## config.mk

```make
export PLATFORM = sky130hd
export DESIGN_NAME = positional_list_engine
export DESIGN_NICKNAME = d
export VERILOG_FILES = /design/src/rtl/ple_pkg.sv /design/src/rtl/positional_list_engine.sv /design/src/rtl/ple_cell.sv /design/src/rtl/ple_chain.sv
export SDC_FILE = /design/constraint.sdc
export NUM_CORES = 2
export LEC_CHECK = 0
export BUFFER_PORTS_ARGS = -buffer_cell sky130_fd_sc_hd__buf_2
export CAP_MARGIN = 20
export CORE_MARGIN = 2
export CORE_UTILIZATION = 35
export DETAILED_ROUTE_END_ITERATION = 6
export GPL_TIMING_DRIVEN = 0
export SLEW_MARGIN = 20
export SYNTH_ARGS = -nofsm -noshare
export SYNTH_HDL_FRONTEND = slang
export SYNTH_SLANG_ARGS = --single-unit
```

## constraint.sdc

```tcl
create_clock -name clk_i -period 10.91 [get_ports clk_i]
set_clock_uncertainty 0.1 [all_clocks]
set_input_delay 1.6365 -clock clk_i [delete_from_list [all_inputs] [get_ports clk_i]]
set_output_delay 1.6365 -clock clk_i [all_outputs]
set_load 0.01 [all_outputs]
```

## src/rtl/ple_pkg.sv

```systemverilog
// ----------------------------------------------------------------------------
// ple_pkg
// Shared constants, codes and control types of the positional list engine.
// ----------------------------------------------------------------------------
`default_nettype none

package ple_pkg;

  localparam int CAPACITY   = 64;
  localparam int DATA_WIDTH = 32;

  localparam int CNT_W   = $clog2(CAPACITY + 1);
  localparam int POS_W   = 8;
  localparam int CMP_W   = ((POS_W > CNT_W) ? POS_W : CNT_W) + 1;
  localparam int GROUP   = 8;
  localparam int NGROUPS = (CAPACITY + GROUP - 1) / GROUP;

  localparam int OP_W  = 2;
  localparam int ST_W  = 2;
  localparam int VAL_W = 32;
  localparam int LEN_W = 7;

  typedef enum logic [OP_W-1:0] {
    OP_INSERT = 2'd0,
    OP_GET    = 2'd1,
    OP_CLEAR  = 2'd2,
    OP_NONE   = 2'd3
  } op_e;

  typedef enum logic [ST_W-1:0] {
    STAT_OK     = 2'd0,
    STAT_BADPOS = 2'd1,
    STAT_FULL   = 2'd2
  } status_e;

  typedef enum logic {
    S_IDLE   = 1'b0,
    S_GATHER = 1'b1
  } state_e;

  typedef struct packed {
    logic shift;
    logic load;
  } cell_ctrl_t;

  typedef struct packed {
    logic             insert;
    logic             get;
    logic [POS_W-1:0] pos;
  } chain_ctrl_t;

endpackage

`default_nettype wire

```

## src/rtl/positional_list_engine.sv

```systemverilog
// ----------------------------------------------------------------------------
// positional_list_engine
// Ordered list held in a chain of cells: insert at position, get at position,
// clear. One result per command, reporting status, read value and length.
// ----------------------------------------------------------------------------
//  channel   dir  handshake              payload
//  s_axis    in   s_tvalid_i/s_tready_o  op, position, value
//  m_axis    out  m_tvalid_o/m_tready_i  status, read_value, length
//
//  Insert, clear, no-op and rejected commands: result registered in the cycle
//  after the transfer. Valid get: group gather registered, then final OR registered.
//  One command in flight; s_tready_o is low during a gather and while an
//  unaccepted result blocks the output register.
//  Reset clears the count and handshake state; cell contents are not reset.
// ----------------------------------------------------------------------------
`default_nettype none

module positional_list_engine (
  input  wire logic        clk_i,
  input  wire logic        rst_ni,
  input  wire logic        s_tvalid_i,
  output logic             s_tready_o,
  input  wire logic [47:0] s_tdata_i,  // operation[1:0], position[9:2], value[41:10]
  output logic             m_tvalid_o,
  input  wire logic        m_tready_i,
  output logic      [47:0] m_tdata_o   // status[1:0], read_value[33:2], length[40:34]
);

  localparam int DW = ple_pkg::DATA_WIDTH;
  localparam int CW = ple_pkg::CMP_W;

  ple_pkg::state_e                state_q, state_d;
  logic [ple_pkg::CNT_W-1:0]      count_q, count_d;
  logic                           out_valid_q, out_valid_d;
  logic [ple_pkg::ST_W-1:0]       status_q, status_d;
  logic [ple_pkg::VAL_W-1:0]      rdata_q, rdata_d;
  logic [ple_pkg::LEN_W-1:0]      len_q, len_d;

  logic [ple_pkg::OP_W-1:0]  op;
  logic [ple_pkg::POS_W-1:0] pos;
  logic [ple_pkg::VAL_W-1:0] value;
  logic [CW-1:0]             pos_w, cnt_w;
  logic [DW-1:0]             ins_data, chain_rdata;
  logic [63:0]               rdata_ext;
  logic                      xfer, ins_ok, get_ok;
  ple_pkg::chain_ctrl_t      chain_ctrl;

  assign op    = s_tdata_i[1:0];
  assign pos   = s_tdata_i[9:2];
  assign value = s_tdata_i[41:10];

  assign pos_w     = CW'(pos);
  assign cnt_w     = CW'(count_q);
  assign ins_data  = DW'(64'(value));
  assign rdata_ext = 64'(chain_rdata);

  assign s_tready_o = (state_q == ple_pkg::S_IDLE) && (!out_valid_q || m_tready_i);
  assign xfer       = s_tvalid_i && s_tready_o;

  assign ins_ok = (pos_w != '0) && (pos_w <= cnt_w + CW'(1))
                  && (count_q < ple_pkg::CNT_W'(ple_pkg::CAPACITY));
  assign get_ok = (pos_w != '0) && (pos_w <= cnt_w);

  assign chain_ctrl.insert = xfer && (op == ple_pkg::OP_INSERT) && ins_ok;
  assign chain_ctrl.get    = xfer && (op == ple_pkg::OP_GET) && get_ok;
  assign chain_ctrl.pos    = pos;

  ple_chain u_chain (
    .clk_i   (clk_i),
    .ctrl_i  (chain_ctrl),
    .ins_i   (ins_data),
    .rdata_o (chain_rdata)
  );

  always_comb begin
    state_d     = state_q;
    count_d     = count_q;
    out_valid_d = out_valid_q && !m_tready_i;
    status_d    = status_q;
    rdata_d     = rdata_q;
    len_d       = len_q;
    case (state_q)
      ple_pkg::S_IDLE: begin
        if (xfer) begin
          status_d = ple_pkg::STAT_OK;
          rdata_d  = '0;
          case (op)
            ple_pkg::OP_INSERT: begin
              if ((pos_w == '0) || (pos_w > cnt_w + CW'(1))) begin
                status_d = ple_pkg::STAT_BADPOS;
              end else if (!ins_ok) begin
                status_d = ple_pkg::STAT_FULL;
              end else begin
                count_d = count_q + ple_pkg::CNT_W'(1);
              end
            end
            ple_pkg::OP_GET: begin
              if (!get_ok) begin
                status_d = ple_pkg::STAT_BADPOS;
              end
            end
            ple_pkg::OP_CLEAR: begin
              count_d = '0;
            end
            default: begin
            end
          endcase
          len_d = ple_pkg::LEN_W'(count_d);
          if (chain_ctrl.get) begin
            state_d = ple_pkg::S_GATHER;
          end else begin
            out_valid_d = 1'b1;
          end
        end
      end
      ple_pkg::S_GATHER: begin
        rdata_d     = rdata_ext[31:0];
        out_valid_d = 1'b1;
        state_d     = ple_pkg::S_IDLE;
      end
      default: begin
        state_d = ple_pkg::S_IDLE;
      end
    endcase
  end

  always_ff @(posedge clk_i or negedge rst_ni) begin
    if (!rst_ni) begin
      state_q     <= ple_pkg::S_IDLE;
      count_q     <= '0;
      out_valid_q <= 1'b0;
    end else begin
      state_q     <= state_d;
      count_q     <= count_d;
      out_valid_q <= out_valid_d;
    end
  end

  always_ff @(posedge clk_i) begin
    status_q <= status_d;
    rdata_q  <= rdata_d;
    len_q    <= len_d;
  end

  assign m_tvalid_o = out_valid_q;
  assign m_tdata_o  = {7'd0, len_q, rdata_q, status_q};

endmodule

`default_nettype wire

```

## src/rtl/ple_cell.sv

```systemverilog
// ----------------------------------------------------------------------------
// ple_cell
// One list element: loads the inserted value or takes its neighbour's value.
// ----------------------------------------------------------------------------
`default_nettype none

module ple_cell (
  input  wire logic                          clk_i,
  input  wire ple_pkg::cell_ctrl_t           ctrl_i,
  input  wire logic [ple_pkg::DATA_WIDTH-1:0] prev_i,
  input  wire logic [ple_pkg::DATA_WIDTH-1:0] ins_i,
  output logic      [ple_pkg::DATA_WIDTH-1:0] data_o
);

  logic [ple_pkg::DATA_WIDTH-1:0] data_q;

  always_ff @(posedge clk_i) begin
    if (ctrl_i.load) begin
      data_q <= ins_i;
    end else if (ctrl_i.shift) begin
      data_q <= prev_i;
    end
  end

  assign data_o = data_q;

endmodule

`default_nettype wire

```

## src/rtl/ple_chain.sv

```systemverilog
// ----------------------------------------------------------------------------
// ple_chain
// Row of list cells with per-cell shift/load decode and a two-level read
// gather: group ORs registered on a get, final OR taken the cycle after.
// ----------------------------------------------------------------------------
`default_nettype none

module ple_chain (
  input  wire logic                           clk_i,
  input  wire ple_pkg::chain_ctrl_t           ctrl_i,
  input  wire logic [ple_pkg::DATA_WIDTH-1:0] ins_i,
  output logic      [ple_pkg::DATA_WIDTH-1:0] rdata_o
);

  localparam int DW = ple_pkg::DATA_WIDTH;
  localparam int CW = ple_pkg::CMP_W;

  logic [DW-1:0] cell_data [ple_pkg::CAPACITY];
  logic [DW-1:0] group_d   [ple_pkg::NGROUPS];
  logic [DW-1:0] group_q   [ple_pkg::NGROUPS];
  logic [CW-1:0] pos_w;

  assign pos_w = CW'(ctrl_i.pos);

  for (genvar i = 0; i < ple_pkg::CAPACITY; i++) begin : g_cell
    ple_pkg::cell_ctrl_t cctl;
    logic [DW-1:0]       prev;

    assign cctl.load  = ctrl_i.insert && (pos_w == CW'(i + 1));
    assign cctl.shift = ctrl_i.insert && (CW'(i + 1) > pos_w);

    if (i == 0) begin : g_head
      assign prev = ins_i;
    end else begin : g_body
      assign prev = cell_data[i-1];
    end

    ple_cell u_cell (
      .clk_i  (clk_i),
      .ctrl_i (cctl),
      .prev_i (prev),
      .ins_i  (ins_i),
      .data_o (cell_data[i])
    );
  end

  always_comb begin
    for (int g = 0; g < ple_pkg::NGROUPS; g++) begin
      group_d[g] = '0;
      for (int j = 0; j < ple_pkg::GROUP; j++) begin
        if ((g * ple_pkg::GROUP + j) < ple_pkg::CAPACITY) begin
          if (pos_w == CW'(g * ple_pkg::GROUP + j + 1)) begin
            group_d[g] = group_d[g] | cell_data[g * ple_pkg::GROUP + j];
          end
        end
      end
    end
  end

  always_ff @(posedge clk_i) begin
    if (ctrl_i.get) begin
      for (int g = 0; g < ple_pkg::NGROUPS; g++) begin
        group_q[g] <= group_d[g];
      end
    end
  end

  always_comb begin
    rdata_o = '0;
    for (int g = 0; g < ple_pkg::NGROUPS; g++) begin
      rdata_o = rdata_o | group_q[g];
    end
  end

endmodule

`default_nettype wire
```

==> out/results.txt <==
Worst R2R Setup Slack - 4.61 ns
length of the first detailed-routing pass in iterations - 7
maximum root-to-sink buffer count - 4
Max Cap Viol - 0
transition time at the pin with the least slew margin - 1.34 ns
Clock Pin Slew Worst Setup and Hold Paths - 0.07 ns
startpoint types - primary input
synth warn - 0
Net Switching - 4.55 mW
non-filler instance count after layout - 11900
die boundary height - 563 µm
failing checks - design-rule violations
H-tree level count - 4
library cell used as clock root buffer - sky130_fd_sc_hd__clkbuf_16
antenna violations before repair - 48
Critical R2R Capture - u_chain.g_cell[60].u_cell.data_o[30]
Buf/Inv on CP - 8
Min-Delay Startpoint - u_chain.g_cell[34].u_cell.data_o[27]
Crit Path Max Fanout - 17
peak supply drop - 0.131 mV
combinational fraction of design power - 0.047
starting utilization of the core area - 0.351
arrival time worst endpoint - 6.85 ns
grt total ovfl - 0
vias after detailed routing - 75500
area share of the largest cell type after synthesis - 0.644
cells on worst reg2reg path - 16
number of sinks driven by the clock tree - 2354
post-synthesis to final-layout area growth - 16.4%
most frequent cells in the layout - sky130_fd_sc_hd__edfxtp_1, sky130_fd_sc_hd__mux2_2, sky130_fd_sc_hd__a22oi_1, sky130_fd_sc_hd__clkbuf_1
final cycle utilization of the critical path - 0.583
number of vias per cell after detailed routing - 6.35
mapped cell area - 109000 µm²
pwr dens - 151 nW/µm²
part of the Yosys area used for sequential elements - 0.646
Setup-failing EPs final - 0
CORE AREA - 311000 µm²
ratio of cells with drive above 1 in the final layout - 0.388
source of the worst register-to-register timing path - count_q[2]
most common cell after layout, fill and taps aside - sky130_fd_sc_hd__edfxtp_1
count of cell types in the netlist - 67
aggregate global-route resource usage - 0.291
power share of the sequential group - 0.518
reported leakage power - 40.7 nW
setup fix buffers added after clock tree synthesis - 0
layout net count - 7620
drc violations - 12
path category of the worst min-delay check - reg -> reg
outcome - complete, but fails checks
clock network fraction of design power - 0.435
HPWL Detailed - 352000 µm
shortest period the worst path allows - 6.36 ns
total wire length - 476000 µm
hold endpoint - u_chain.g_cell[35].u_cell.data_o[27]
cell family with the largest share of critical-path delay - buffers and inverters
Post-Synthesis Mean Instance Area - 15.6 µm²
Final Hold Fails - 0
cell with the biggest individual delay on the critical path - sky130_fd_sc_hd__nor2b_4
number of global-route vias before repair - 73100
Critical Path End Type - flip-flop
antenna-violating nets left - 0
synthesized netlist cell count - 7020
number of flops mapped to enable cells by yosys - 2345
Required @ worst endpoint - 11.40 ns
Hold Path Cell Cnt - 1
biggest area consumer among synthesized cells - sky130_fd_sc_hd__edfxtp_1
full die area - 317000 µm²
CP cell instances - buf_2 -> clkbuf_1 -> inv_1 -> ha_1 -> a21oi_1 -> a21boi_2 -> nand3_4 -> buf_2 -> a211oi_4 -> buf_8 -> buf_6 -> buf_8 -> nor2b_4 -> buf_12
biggest cell delay along the critical path - 0.68 ns
largest net degree at the start of global routing - 50
Iter 0 DRT Violations - 13800
RSZ-0062 raised after global routing - no
Post-CTS Resized - 0
most instantiated flip-flop cell in the synthesis netlist - sky130_fd_sc_hd__edfxtp_1
number of cells on the critical path - 14
sum of negative setup slack - 0 ns
type of the worst setup path - in -> reg
number of cell rows - 205
clk_lat worst skew - 0.94 ns
fraction of the core area covered by cells at the end of the flow - 0.409
clock tree from TritonCTS - done
number of hold buffers added after cts - 0
switching fraction of total power - 0.237
highest clock rate - 0.157 GHz
cell types occupying the most area after synthesis - sky130_fd_sc_hd__edfxtp_1, sky130_fd_sc_hd__mux2_2, sky130_fd_sc_hd__a22oi_1
Port-buffer cells - 88
post-synthesis sequential element count - 2354
design internal power - 14.7 mW
share of synthesized registers carrying an async set or reset - 0.00382
Placed Cells - 11400
wire length of the first global-routing pass - 631000 µm
number of CTS-inserted buffers - 249
Slew Viols, Final - 0
worst slew slack as a fraction of its limit - 0.0989
Wirelength per Cell - 40.0 µm
I/O Pins - 102
horizontal die dimension - 563 µm
placer's final routability congestion estimate - 0.979
cell type report:
cell class              instances  area (µm²)
fillers                     28600      184000
flip-flops and latches       2354       70600
multi-input cells            3965       36500
clock buffers                 292        6410
well taps                    4140        5180
repair buffers                275        4020
plain buffers                 687        3240
clock inverters               150        1230
inverters                      20        75.1
diodes                         12        30.0
cells in the mapped netlist (all sizes together) (20+ instances only):
master and instances:
a221oi 166, a22o 24, a222oi 211, o21ai 31
nor2 229, mux2 2016, inv 20, edfxtp 2345
nand3 108, nand2 242, mux2i 38, buf 276
nor3 29, a21oi 183, clkbuf 411, nor4 75
a22oi 421, o211ai 56
sequential cells by signal, indices dropped and copies added (netlist names):
name	flops
m_tvalid_o	1
len_q	7
state_q	1
rdata_q	32
u_chain.group_q	256
status_q	2
count_q	7
u_chain.g_cell.u_cell.data_o	2048
worst max-delay path by stage:
stage	startpoint	end	slack, ns
2_1_floorplan	s_tdata_i[2]	u_chain.group_q[0][0]	1.12
3_3_place_gp	s_tdata_i[2]	u_chain.group_q[0][104]	-5.31
3_5_place_dp	s_tdata_i[2]	u_chain.g_cell[40].u_cell.data_o[16]	3.92
4_1_cts	count_q[0]	u_chain.g_cell[40].u_cell.data_o[19]	4.77
5_1_grt	count_q[2]	u_chain.g_cell[40].u_cell.data_o[19]	4.43
6_report	s_tdata_i[2]	u_chain.g_cell[60].u_cell.data_o[30]	4.55
cells by family (layout without fill, tap and decap cells):
family | Yosys count | after routing | share of synthesized area
XOR/XNOR | 5 | 5 | 0.000400
adder cells (fa/ha/maj) | 16 | 16 | 0.00183
multiplexers | 2054 | 2054 | 0.211
flip-flops | 2354 | 2354 | 0.646
AO/OA/AOI/OAI | 1130 | 1130 | 0.0800
buffers and inverters | 707 | 1424 | 0.0291
AND/OR/NAND/NOR | 753 | 753 | 0.0322
other | 1 | 19 | 0.0000343
layer usage:
| layer | vias up | part of all wire | GRT usage |
|---|---|---|---|
| met4 | 12 | 0.076 | 0.184 |
| met1 | 39300 | 0.37 | 0.372 |
| met3 | 1092 | 0.12 | 0.0853 |
| met5 | - | 0.00056 | 0 |
| li1 | 29400 | - | - |
| met2 | 5732 | 0.43 | 0.430 |
through the flow:
step | setup slack [ns] | instance area, µm² | hold slack, ns | total power, mW
2_1_floorplan | 1.12 | 109000 | 0.415 | 10.5
3_3_place_gp | -5.31 | 115000 | 0.443 | 11.0
3_5_place_dp | 3.92 | 120000 | 0.451 | 11.0
4_1_cts | 4.77 | 127000 | 0.438 | 19.2
5_1_grt | 4.43 | 127000 | 0.461 | 19.6
6_report | 4.55 | 127000 | 0.447 | 19.2
worst register-to-register path: stages, from the launching register on:
cell,delay [ns]
sky130_fd_sc_hd__dfrtp_1,0.44
sky130_fd_sc_hd__inv_1,0.12
sky130_fd_sc_hd__nor3_1,0.52
sky130_fd_sc_hd__and3_1,0.34
sky130_fd_sc_hd__nand3_1,0.11
sky130_fd_sc_hd__ha_1,0.33
sky130_fd_sc_hd__nand3_1,0.18
sky130_fd_sc_hd__nor3_1,0.07
sky130_fd_sc_hd__o2bb2ai_1,0.90
sky130_fd_sc_hd__nand3_4,0.54
sky130_fd_sc_hd__buf_2,0.45
sky130_fd_sc_hd__a211oi_4,0.29
sky130_fd_sc_hd__buf_8,0.22
sky130_fd_sc_hd__buf_6,0.23
sky130_fd_sc_hd__buf_8,0.18
sky130_fd_sc_hd__nor2b_4,0.68
sky130_fd_sc_hd__buf_12,0.28
power groups by stage:
stage | sequential (mW) | combinational (mW) | clock (mW)
3_5_place_dp | 10.1 | 0.883 | 0
4_1_cts | 9.95 | 0.886 | 8.36
3_3_place_gp | 10.2 | 0.822 | 0
6_report | 9.95 | 0.912 | 8.36
5_1_grt | 9.95 | 0.934 | 8.68
2_1_floorplan | 10.1 | 0.378 | 0
(Power assumes the default switching activity.)
